File: config.mk
export PLATFORM = sky130hd
export DESIGN_NAME = vks_sequencer
export DESIGN_NICKNAME = d
export VERILOG_FILES = /design/src/hw/rtl/vks_pkg.sv /design/src/hw/rtl/vks_sequencer.sv
export SDC_FILE = /design/constraint.sdc
export NUM_CORES = 1
export LEC_CHECK = 0
export BUFFER_PORTS_ARGS = -buffer_cell sky130_fd_sc_hd__buf_2
export CAP_MARGIN = 40
export CORE_AREA = 2 2 63 65
export DETAILED_ROUTE_END_ITERATION = 6
export DIE_AREA = 0 0 65 67
export HOLD_SLACK_MARGIN = 0.12
export PLACE_DENSITY = 0.66
export SLEW_MARGIN = 20
export SYNTH_ARGS = -nofsm -noshare
export SYNTH_HDL_FRONTEND = slang
export SYNTH_SLANG_ARGS = --single-unit
File: constraint.sdc
create_clock -name clock -period 2.63 [get_ports clock]
set_clock_uncertainty 0.05 [all_clocks]
set_input_delay 0.526 -clock clock [delete_from_list [all_inputs] [get_ports clock]]
set_output_delay 0.526 -clock clock [all_outputs]
set_load 0.03 [all_outputs]
File: src/hw/rtl/vks_pkg.sv
// Shared types, constants and fixed-point helpers for the kinematic step core
package vks_pkg;

   localparam int PC_W   = 5;
   localparam int CNT_W  = 5;
   localparam int CSR_AW = 4;

   localparam logic [PC_W-1:0] PC_IDLE  = 5'd0;
   localparam logic [PC_W-1:0] PC_LAG   = 5'd1;
   localparam logic [PC_W-1:0] PC_CLAMP = 5'd4;
   localparam logic [PC_W-1:0] PC_ITER  = 5'd13;
   localparam logic [PC_W-1:0] PC_LAST  = 5'd17;

   localparam logic [CNT_W-1:0] LOOP_LAST    = 5'd23;
   localparam logic [CNT_W-1:0] CORDIC_STEPS = 5'd16;

   localparam logic [24:0]        DEG360   = 25'd23592960;
   localparam logic signed [25:0] DEG90_S  = 26'sd5898240;
   localparam logic signed [25:0] DEG180_S = 26'sd11796480;
   localparam logic signed [25:0] DEG270_S = 26'sd17694720;
   localparam logic signed [25:0] DEG360_S = 26'sd23592960;
   localparam logic signed [33:0] CORDIC_K = 34'sd652032874;
   localparam logic signed [31:0] DEADBAND = 32'sd6554;

   localparam logic signed [31:0] RST_FWD_SPEED   = 32'sd655360;
   localparam logic signed [31:0] RST_BWD_SPEED   = -32'sd655360;
   localparam logic signed [31:0] RST_LEFT_STEER  = -32'sd1966080;
   localparam logic signed [31:0] RST_RIGHT_STEER = 32'sd1966080;

   typedef enum logic [1:0] {
      REG_FWD_SPEED,
      REG_BWD_SPEED,
      REG_LEFT_STEER,
      REG_RIGHT_STEER
   } csr_reg_type;

   typedef struct packed {
      logic               kind;
      logic [15:0]        time_step;
      logic signed [31:0] target_speed;
      logic signed [31:0] target_steering;
   } req_type;

   typedef struct packed {
      logic signed [31:0] pos_x;
      logic signed [31:0] pos_z;
      logic [24:0]        heading;
      logic signed [31:0] cur_speed;
      logic signed [31:0] cur_steering;
   } rsp_type;

   typedef enum logic [3:0] {
      MUL_NONE,
      MUL_LAG_SPD,
      MUL_LAG_STR,
      MUL_SPD_DT,
      MUL_TURN,
      MUL_TURN_LO,
      MUL_TURN_HI,
      MUL_XC,
      MUL_ZS
   } mul_sel_type;

   typedef enum logic [3:0] {
      ALU_NOP,
      ALU_LAG_SPD,
      ALU_LAG_STR,
      ALU_CLAMP_INIT,
      ALU_D_LOAD,
      ALU_T1_LOAD,
      ALU_ACC_LO,
      ALU_ACC_HI,
      ALU_HEAD_ADD,
      ALU_WRAP_INIT,
      ALU_ITER,
      ALU_HEAD_FIX,
      ALU_X_ACC,
      ALU_Z_ACC,
      ALU_FINISH
   } alu_op_type;

   typedef enum logic [2:0] {
      J_NEXT,
      J_GOTO,
      J_IF_KIND0,
      J_LOOP,
      J_WAIT_REQ,
      J_WAIT_OUT
   } jump_type;

   typedef struct packed {
      mul_sel_type      mul_sel;
      alu_op_type       alu_op;
      jump_type         jump;
      logic [PC_W-1:0]  target;
   } ctl_word_type;

   typedef struct packed {
      logic req_valid;
      logic kind0;
      logic out_free;
   } cond_type;

   function automatic logic signed [31:0] sat32(input logic signed [39:0] v);
      logic signed [31:0] r;
      if (v > 40'sd2147483647) begin
         r = 32'sh7fffffff;
      end else if (v < -40'sd2147483648) begin
         r = 32'sh80000000;
      end else begin
         r = $signed(v[31:0]);
      end
      return r;
   endfunction

   // either-order clamp of n between a and b
   function automatic logic signed [31:0] limit(input logic signed [31:0] a,
                                                input logic signed [31:0] n,
                                                input logic signed [31:0] b);
      logic signed [31:0] r;
      r = n;
      if (a < b) begin
         if (r < a) r = a;
         if (r > b) r = b;
      end else begin
         if (r < b) r = b;
         if (r > a) r = a;
      end
      return r;
   endfunction

   function automatic logic signed [31:0] deadband(input logic signed [31:0] v);
      logic signed [31:0] r;
      r = v;
      if (v > -DEADBAND && v < DEADBAND) begin
         r = '0;
      end
      return r;
   endfunction

   // arctangent of 2^-i in Q16.16 degrees
   function automatic logic signed [25:0] atan_deg(input logic [3:0] i);
      logic signed [25:0] r;
      case (i)
         4'd0:  r = 26'sd2949120;
         4'd1:  r = 26'sd1740967;
         4'd2:  r = 26'sd919879;
         4'd3:  r = 26'sd466945;
         4'd4:  r = 26'sd234379;
         4'd5:  r = 26'sd117304;
         4'd6:  r = 26'sd58666;
         4'd7:  r = 26'sd29335;
         4'd8:  r = 26'sd14668;
         4'd9:  r = 26'sd7334;
         4'd10: r = 26'sd3667;
         4'd11: r = 26'sd1833;
         4'd12: r = 26'sd917;
         4'd13: r = 26'sd458;
         4'd14: r = 26'sd229;
         4'd15: r = 26'sd115;
         default: r = '0;
      endcase
      return r;
   endfunction

endpackage

File: src/hw/rtl/vks_sequencer.sv
// Microcode sequencer: program ROM, step counter, loop counter and jump logic
module vks_sequencer (
   input  logic                        clock,
   input  logic                        reset,
   input  vks_pkg::cond_type           cond,
   output vks_pkg::ctl_word_type       ctl,
   output logic [vks_pkg::CNT_W-1:0]   cnt
);
   import vks_pkg::*;

   logic [PC_W-1:0]  pc_ff, pc_in;
   logic [CNT_W-1:0] cnt_ff, cnt_in;

   function automatic ctl_word_type rom(input logic [PC_W-1:0] pc);
      ctl_word_type w;
      case (pc)
         5'd0:  w = '{MUL_NONE,    ALU_NOP,        J_WAIT_REQ, PC_LAG};
         5'd1:  w = '{MUL_LAG_SPD, ALU_NOP,        J_IF_KIND0, PC_CLAMP};
         5'd2:  w = '{MUL_LAG_STR, ALU_LAG_SPD,    J_NEXT,     PC_IDLE};
         5'd3:  w = '{MUL_NONE,    ALU_LAG_STR,    J_NEXT,     PC_IDLE};
         5'd4:  w = '{MUL_NONE,    ALU_CLAMP_INIT, J_NEXT,     PC_IDLE};
         5'd5:  w = '{MUL_SPD_DT,  ALU_NOP,        J_NEXT,     PC_IDLE};
         5'd6:  w = '{MUL_TURN,    ALU_D_LOAD,     J_NEXT,     PC_IDLE};
         5'd7:  w = '{MUL_NONE,    ALU_T1_LOAD,    J_NEXT,     PC_IDLE};
         5'd8:  w = '{MUL_TURN_LO, ALU_NOP,        J_NEXT,     PC_IDLE};
         5'd9:  w = '{MUL_TURN_HI, ALU_ACC_LO,     J_NEXT,     PC_IDLE};
         5'd10: w = '{MUL_NONE,    ALU_ACC_HI,     J_NEXT,     PC_IDLE};
         5'd11: w = '{MUL_NONE,    ALU_HEAD_ADD,   J_NEXT,     PC_IDLE};
         5'd12: w = '{MUL_NONE,    ALU_WRAP_INIT,  J_NEXT,     PC_IDLE};
         5'd13: w = '{MUL_NONE,    ALU_ITER,       J_LOOP,     PC_ITER};
         5'd14: w = '{MUL_XC,      ALU_HEAD_FIX,   J_NEXT,     PC_IDLE};
         5'd15: w = '{MUL_ZS,      ALU_X_ACC,      J_NEXT,     PC_IDLE};
         5'd16: w = '{MUL_NONE,    ALU_Z_ACC,      J_NEXT,     PC_IDLE};
         5'd17: w = '{MUL_NONE,    ALU_FINISH,     J_WAIT_OUT, PC_IDLE};
         default: w = '{MUL_NONE,  ALU_NOP,        J_GOTO,     PC_IDLE};
      endcase
      return w;
   endfunction

   assign ctl = rom(pc_ff);
   assign cnt = cnt_ff;

   always_comb begin
      pc_in  = pc_ff + 5'd1;
      cnt_in = '0;
      case (ctl.jump)
         J_NEXT:     pc_in = pc_ff + 5'd1;
         J_GOTO:     pc_in = ctl.target;
         J_IF_KIND0: pc_in = cond.kind0 ? ctl.target : pc_ff + 5'd1;
         J_LOOP: begin
            if (cnt_ff != LOOP_LAST) begin
               pc_in  = ctl.target;
               cnt_in = cnt_ff + 5'd1;
            end
         end
         J_WAIT_REQ: pc_in = cond.req_valid ? ctl.target : pc_ff;
         J_WAIT_OUT: pc_in = cond.out_free ? ctl.target : pc_ff;
         default:    pc_in = PC_IDLE;
      endcase
   end

   always_ff @(posedge clock) begin
      if (reset) begin
         pc_ff  <= PC_IDLE;
         cnt_ff <= '0;
      end else begin
         pc_ff  <= pc_in;
         cnt_ff <= cnt_in;
      end
   end

   a_pc_range: assert property (@(posedge clock) disable iff (reset)
      pc_ff <= PC_LAST)
      else $error("step counter beyond end of program");

   a_cnt_in_loop: assert property (@(posedge clock) disable iff (reset)
      (cnt_ff != '0) |-> (pc_ff == PC_ITER))
      else $error("loop counter live outside iteration step");

   a_loop_exit: assert property (@(posedge clock) disable iff (reset)
      (pc_ff == PC_ITER && cnt_ff == LOOP_LAST) |=> (pc_ff != PC_ITER && cnt_ff == '0))
      else $error("iteration loop failed to exit");

endmodule

* Word level (Yosys, flattened, before mapping)
Memory sizes are Yosys's and may differ from the RTL's. A register that Yosys moved wholly into a read port is not among the register bits.
Cells that the tools add are included.
** Word-level totals
- Bits in read-only memories :: 448
- Bits of input ports :: 5
- Logic and storage cells :: 25
- Output and inout port bits :: 21
- Memories kept :: 1
- Register bits :: 10
** Memory list
- (name not given) :: words 32, bits a word 14, read ports 1, clocked after memory_dff 1, wr ports 0, RTL line vks_sequencer.sv:16 : case (pc)
** Cells by class
- Add/subtract/negate cells :: 2
- Equal/unequal tests :: 8
- Mux-type cells :: 7
- Bitwise operators :: 2
- Reduce and logical (&&, ||, !) cells :: 3
** Operators with widths (number)
- $mux 5 :: 6
- $pmux 5 s6 :: 1
- $add 5x1->5 const B :: 2
- $eq 3x2->1 const B :: 2
- $eq 3x3->1 const B :: 2
- $ne 5x5->1 const B :: 1
- $ne 2x2->1 const B :: 2
- $eq 3x1->1 const B :: 1
- $logic_not 3->1 :: 1
- $reduce_or 3->1 :: 1
- $not 1->1 :: 2
- $reduce_and 2->1 :: 1

* Logic depth before layout (Yosys ltp)
Gate-level depths: netlist of run 1.
- Depth after elaboration :: 5
- Gate-level depth with buffers :: 11
- Mapped depth without buffers :: 11

* Worst setup path after synthesis of run 1
OpenSTA, ideal clock, no wires.
- Path type :: flip-flop to flip-flop
- Start point :: reg ctl[5] (netlist name)
- End point :: reg ctl[12] (netlist name)
- Setup slack :: -86 ps
- Setup time :: 66 ps
- Stages on the path, launching flop included :: 12
- Required time :: 2514 ps
- Path buffers :: 1
- Period minus slack after synthesis :: 2716 ps
- Arrival :: 2600 ps
- Cells stage by stage :: dfxtp_1 buf_6 mux2_4 o211ai_1 o21ai_0 a221o_1 and2_1 inv_1 ha_1 o21ai_0 a211o_1 a21oi_2
** Between the ends
- Word-level cells in the longest chain between the ends :: 5
- Elaborated cells on any way between the ends :: 12
- Classes of those cells :: 7 x eq/ne; 3 x mux; 2 x reduce/logical
** Ends and longest elaborated chain
- $eq 3x3->1 :: RTL line vks_sequencer.sv:46 : case (ctl.jump)
- $ne 2x2->1 (no source line)
- $reduce_and 2->1 (no source line)
- $mux 5 (no source line) * (2 in a row)
Every way passes the cells marked *; elsewhere a longest branch is shown, timed or not.
A chain may end at the register's enable or synchronous reset.

* Worst setup path after layout of run 1
- Start point :: reg cnt_ff[0] (netlist: cnt[0])
- End point :: reg ctl[12] (netlist name)
** Between the ends
- Word-level cells in the longest chain between the ends :: 5
** Ends and longest elaborated chain
- start, declared :: RTL line vks_sequencer.sv:12 : logic [CNT_W-1:0] cnt_ff, cnt_in;
- start signal, assigned :: RTL line vks_sequencer.sv:68 : cnt_ff <= cnt_in;
- $ne 5x5->1 :: RTL line vks_sequencer.sv:51 : if (cnt_ff != LOOP_LAST) begin
- $mux 5 :: RTL line vks_sequencer.sv:51
- $pmux 5 s6 :: RTL line vks_sequencer.sv:46
- $mux 5 (no source line) (2 in a row)
No other way between the ends.

==> flow_summary.json, run 1 <==
{
  "cp-end-kind": "flip-flop",
  "layout_min_cycle_time_ns": 2.46,
  "ys_ff_latch": 23,
  "ir_drop_mv": 0.329,
  "cpLargestDelayFamily": "compound AO/OA/AOI/OAI gates",
  "finalCritPeriodShare_pct": 93.6,
  "met2_wirelength_um": 1440,
  "initial_utilization_pct": 38.6,
  "r2r_start": "cnt[0]",
  "synthArstFlopShare_pct": 0,
  "n_antenna_cell": 0,
  "critical_path.slowest_cell": "dfxtp_2",
  "cts.sinks": 23,
  "rsz0062_at_grt": "false",
  "die_x_um": 65,
  "crit_top_cell": "o21ai_0",
  "met1Wirelength_um": 1520,
  "first_pass_iters": 4,
  "drv_cap": 0,
  "clkSlewWorstSetupHoldPaths_ns": 0.08,
  "cp_max_fo": 4,
  "io_buffers": 23,
  "drt_iter0_markers": 59,
  "startpoint_type": "flip-flop",
  "netlist_area_sq_um": 1390,
  "ctsHoldBuffers": 0,
  "final_cell_mix": "buf_2, buf_4, dfxtp_1",
  "yosysWarnings": 0,
  "crit_chain": "ha_2, and4b_4, a21o_1, o21ai_0, a221o_1, and2_4, inv_2, ha_4, o21ai_0, a211o_1, a21oi_2",
  "grt_pass1_vias": 1160,
  "synth_largest_area_cell": "dfxtp_1",
  "tightest_slew_ns": 0.655,
  "core_area_sq_um": 3610,
  "hold_depth": 1,
  "drv_slew": 0,
  "grt_first_pass_wirelength_um": 5350,
  "syn_to_final_growth_pct": 27.2,
  "met3_length_um": 115,
  "cts_tree": "done",
  "vias_per_cell": 5.07,
  "slew_headroom_pct": 56.3,
  "slowest_delay_ns": 0.36,
  "clk_root_buffer_cell": "clkbuf_8",
  "wirelength_um": 3120,
  "ys_types": 53,
  "io_pins": 26,
  "yosys_most_used_dff": "dfxtp_1",
  "vias": 1237,
  "dp_hpwl_um": 2380,
  "cts_setup_buffers": 0,
  "hp-class": "flip-flop to flip-flop",
  "synth-edff-count": 0,
  "ant_nets": 0,
  "hold_start": "cnt[0]",
  "hold_end": "cnt[0]",
  "routabilityCongestion": 0.803,
  "numPlacedInstances": 240,
  "fmax_mhz": 406,
  "drc_errors": 0,
  "synthesis.instances": 155,
  "highest_layer": "met4",
  "p_per_area_nw_per_um2": 864,
  "setup_viol": 0,
  "p_leak_nw": 0.742,
  "crit_buf_inv": 1,
  "hold_violations": 0,
  "num_rows": 22,
  "grt_max_degree": 18,
  "wl_per_cell_um": 12.8,
  "synth_top_area_share_pct": 33.1,
  "fin_area_sq_um": 1770,
  "clk_path_buf_depth": 2,
  "grt-ovfl-total": 0,
  "required_ns": 2.78,
  "worstSetupPathType": "flip-flop to flip-flop",
  "drive_gt1_share_pct": 38.8,
  "place_area_sq_um": 1680,
  "final_cells": 244,
  "clk_latency_ns": 0.26,
  "rr_worst_depth": 11,
  "yosysSeqAreaShare_pct": 33.1,
  "avgSynthCellArea_sq_um": 8.98,
  "crit_arrival_ns": 2.61,
  "final_nets": 210,
  "die-area_sq_um": 4360,
  "cts_buffers": 3,
  "grt.total_usage_pct": 16.0,
  "synth.area.top_cells": "dfxtp_1, ha_1, nor2_1",
  "reg2reg_slack_ns": 0.17,
  "antenna_found_initial": 0,
  "fp.dieH_um": 67,
  "status": "complete, no violations",
  "rr_endpoint": "ctl[12]",
  "htree_num_levels": 1
}
==> report_power, final <==
group | total [mW] | switching [mW] | internal, mW
combinational | 0.855 | 0.461 | 0.394
clock | 0.215 | 0.107 | 0.108
sequential | 0.461 | 0.0487 | 0.412
total | 1.53 | 0.616 | 0.914
==> worst reg2reg max path: stages, from the launching register on <==
cell,delay (ns)
dfxtp_2,0.36
ha_2,0.20
and4b_4,0.24
a21o_1,0.13
o21ai_0,0.08
a221o_1,0.36
and2_4,0.20
inv_2,0.11
ha_4,0.17
o21ai_0,0.08
a211o_1,0.31
a21oi_2,0.13
==> kinds of logic (layout without fill, tap and decap cells) <==
kind of cell | after synthesis | count (layout) | synth area share (%)
AND/OR/NAND/NOR | 48 | 48 | 20.2
AO/OA/AOI/OAI | 44 | 44 | 24.0
flip-flops | 23 | 23 | 33.1
buffers and inverters | 21 | 61 | 8.00
adder cells (fa/ha/maj) | 8 | 8 | 7.19
XOR/XNOR | 6 | 6 | 3.77
multiplexers | 4 | 4 | 3.50
other | 1 | 2 | 0.269
==> state kept, by name, summed over array words and instances (netlist names) <==
name   count
cnt        5
ctl       13
pc_ff      5
==> routing by layer <==
layer  global-route usage [%]  up-vias
met5                        0        -
met4                     6.38        0
met3                     2.20        4
met2                     25.8       23
met1                     21.4      579
li1                         -      631
==> how the worst max path moves through the flow <==
stage | to | startpoint | cells after the start
final | ctl[12] | cnt[0] | 11
after detailed placement | ctl[12] | cond[2] | 11
after global placement | ctl[12] | cond[2] | 11
after CTS | ctl[12] | cnt[0] | 11
after floorplan | ctl[12] | ctl[5] | 11
after global routing | ctl[9] | cnt[0] | 11
==> cell usage after synthesis, drive strengths merged (3+ instances only) <==
cell type and number:
a211oi 3, a21o 4, a21oi 8, and2 3
buf 8, dfxtp 23, ha 8, inv 11
mux2 4, nand2 8, nand3 5, nand3b 3
nor2 15, nor3 4, o211ai 3, o21ai 9
xnor2 3, xor2 3
==> per-stage QoR <==
| stage | power (mW) | utilization, % | setup slack, ns | hold WS [ns] | setup TNS (ns) |
|---|---|---|---|---|---|
| floorplan | 1.01 | - | 0.0289 | 0.450 | 0 |
| global placement | 1.26 | 46.5 | -0.112 | 0.368 | -0.229 |
| detailed placement | 1.26 | 46.5 | -0.120 | 0.379 | -0.357 |
| CTS | 1.49 | 47.8 | 0.0373 | 0.390 | 0 |
| global route | 1.64 | 49.1 | 0.0175 | 0.416 | 0 |
| finish | 1.53 | 49.1 | 0.167 | 0.393 | 0 |
==> final cells by class <==
| type | instances | area (sq um) |
|---|---|---|
| sequential | 23 | 464 |
| multi-input combinational | 112 | 873 |
| clock buffer | 4 | 45.0 |
| timing repair buffer | 46 | 288 |
| tap | 48 | 60.1 |
| fill | 336 | 1830 |
| inverter | 11 | 41.3 |
==> repair_timing <==
item | CTS | global route
resized for setup | 1 | 10
hold endpoints to repair | 0 | 0
endpoints found under the setup margin | 1 | 6
pin swaps | 0 | 1
Power figures use the tool's default switching activity.
==> inputs of run 2 (changes only) <==
CORE_AREA = 2 2 80 51   (was 2 2 63 65)
DIE_AREA = 0 0 82 53   (was 0 0 65 67)
PLACE_DENSITY = 0.67   (was 0.66)
==> flow_summary.json, run 2 (synthesis gave the netlist of run 1 again) <==
{
  "ctsHoldBuffers": 0,
  "cp-end-kind": "flip-flop",
  "core_area_sq_um": 3570,
  "vias": 1217,
  "first_pass_iters": 4,
  "drt_iter0_markers": 101,
  "switching_share_pct": 42.3,
  "required_ns": 2.75,
  "grt.total_usage_pct": 16.5,
  "die-area_sq_um": 4350,
  "clk_path_buf_depth": 2,
  "tightest_slew_ns": 0.622,
  "cts_tree": "done",
  "slew_headroom_pct": 58.5,
  "fin_area_sq_um": 1720,
  "startpoint_type": "flip-flop",
  "clkSlewWorstSetupHoldPaths_ns": 0.09,
  "p_comb_share_pct": 54.2,
  "grt_pass1_vias": 1056,
  "routabilityCongestion": 0.924,
  "fin_setup_tns_ns": 0,
  "p_switching_mw": 0.641,
  "n_antenna_cell": 0,
  "fp.dieH_um": 53,
  "num_rows": 17,
  "wl_per_cell_um": 13.9,
  "hold_violations": 0,
  "finalCritPeriodShare_pct": 96.5,
  "wirelength_um": 3290,
  "sequentialPowerShare_pct": 30.8,
  "die_x_um": 82,
  "drc_errors": 0,
  "drv_slew": 0,
  "clockPowerShare_pct": 15.1,
  "io_buffers": 23,
  "internal-power_mw": 0.873,
  "crit_chain": "ha_2, and4b_4, a21o_1, o21ai_0, a221o_1, and2_1, ha_1, nor2_1, a2111oi_4, mux2_2",
  "ant_nets": 0,
  "final_nets": 204,
  "cts_setup_buffers": 0,
  "grt-ovfl-total": 0,
  "p_leak_nw": 0.709,
  "dp_hpwl_um": 2460,
  "worstSetupPathType": "flip-flop to flip-flop",
  "status": "complete, no violations",
  "clk_root_buffer_cell": "clkbuf_8",
  "final_cell_mix": "buf_2, dfxtp_1, buf_4",
  "ir_drop_mv": 0.334,
  "critical_path.slowest_cell": "dfxtp_2",
  "final_common_cell": "buf_2",
  "antenna_found_initial": 0,
  "largest_reg_flops": 13,
  "grt_max_degree": 20,
  "cts_buffers": 3,
  "crit_arrival_ns": 2.65,
  "drv_cap": 0,
  "cts.sinks": 23,
  "setup_viol": 0,
  "cp_max_fo": 4,
  "syn_to_final_growth_pct": 23.6,
  "drive_gt1_share_pct": 35.8,
  "place_area_sq_um": 1630,
  "fmax_mhz": 394,
  "clk_latency_ns": 0.27,
  "htree_num_levels": 1,
  "hp-class": "flip-flop to flip-flop",
  "io_pins": 26,
  "slowest_delay_ns": 0.36,
  "cts_resized": 1,
  "vias_per_cell": 5.14,
  "initial_utilization_pct": 39.0,
  "p_per_area_nw_per_um2": 879,
  "rsz0062_at_grt": "true",
  "grt_first_pass_wirelength_um": 5410,
  "fillers": 333,
  "layout_min_cycle_time_ns": 2.54
}
## run 2: area by class of cell
class | count | area [sq um] | share of cell area, %
multi-input cells | 112 | 868 | 50.4
flip-flops and latches | 23 | 464 | 27.0
repair buffers | 40 | 243 | 14.1
well taps | 47 | 58.8 | 3.42
clock buffers | 3 | 41.3 | 2.40
inverters | 11 | 41.3 | 2.40
clock inverters | 1 | 5.00 | 0.291
## run 2: worst max-delay path: cells and delay by family (launching register included)
kind / cells / cell delay, ns
adders and majority gates: 2 / 0.47
muxes: 1 / 0.27
AOI/OAI and AO/OA: 4 / 0.62
and+or+nand+nor: 3 / 0.65
DFF: 1 / 0.36
## run 2: through the flow
step / utilization [%] / std cells / hold slack (ns) / power, mW / setup slack, ns
6_report: 48.2 / 237 / 0.389 / 1.51 / 0.0915
5_1_grt: 48.2 / 237 / 0.416 / 1.62 / -0.0610
3_5_place_dp: 45.7 / 233 / 0.379 / 1.24 / -0.182
3_3_place_gp: 45.7 / 233 / 0.369 / 1.24 / -0.159
4_1_cts: 47.0 / 237 / 0.392 / 1.47 / 0.0119
2_1_floorplan: - / 156 / 0.450 / 1.01 / 0.0289
## run 2: final timing paths
check	depth (start not counted)	start	slack [ns]	endpoint
worst min register to register	1	cnt[0]	0.39	cnt[0]
worst min-delay path	1	cnt[0]	0.39	cnt[0]
worst max-delay path	10	cnt[0]	0.09	ctl[10]
worst max register to register	10	cnt[0]	0.09	ctl[10]
## run 2: metal layers
metal,wire (um),vias to the layer above,GRT usage (%)
met4,34,0,3.33
met3,194,2,3.58
li1,-,619,-
met2,1280,31,21.1
met5,0,-,0
met1,1790,565,26.8
## run 2: power by group through the flow
stage	combinational, mW	clock [mW]	sequential, mW
2_1_floorplan	0.454	0	0.551
3_3_place_gp	0.770	0	0.471
3_5_place_dp	0.767	0	0.473
4_1_cts	0.773	0.234	0.465
5_1_grt	0.897	0.250	0.474
6_report	0.820	0.228	0.466
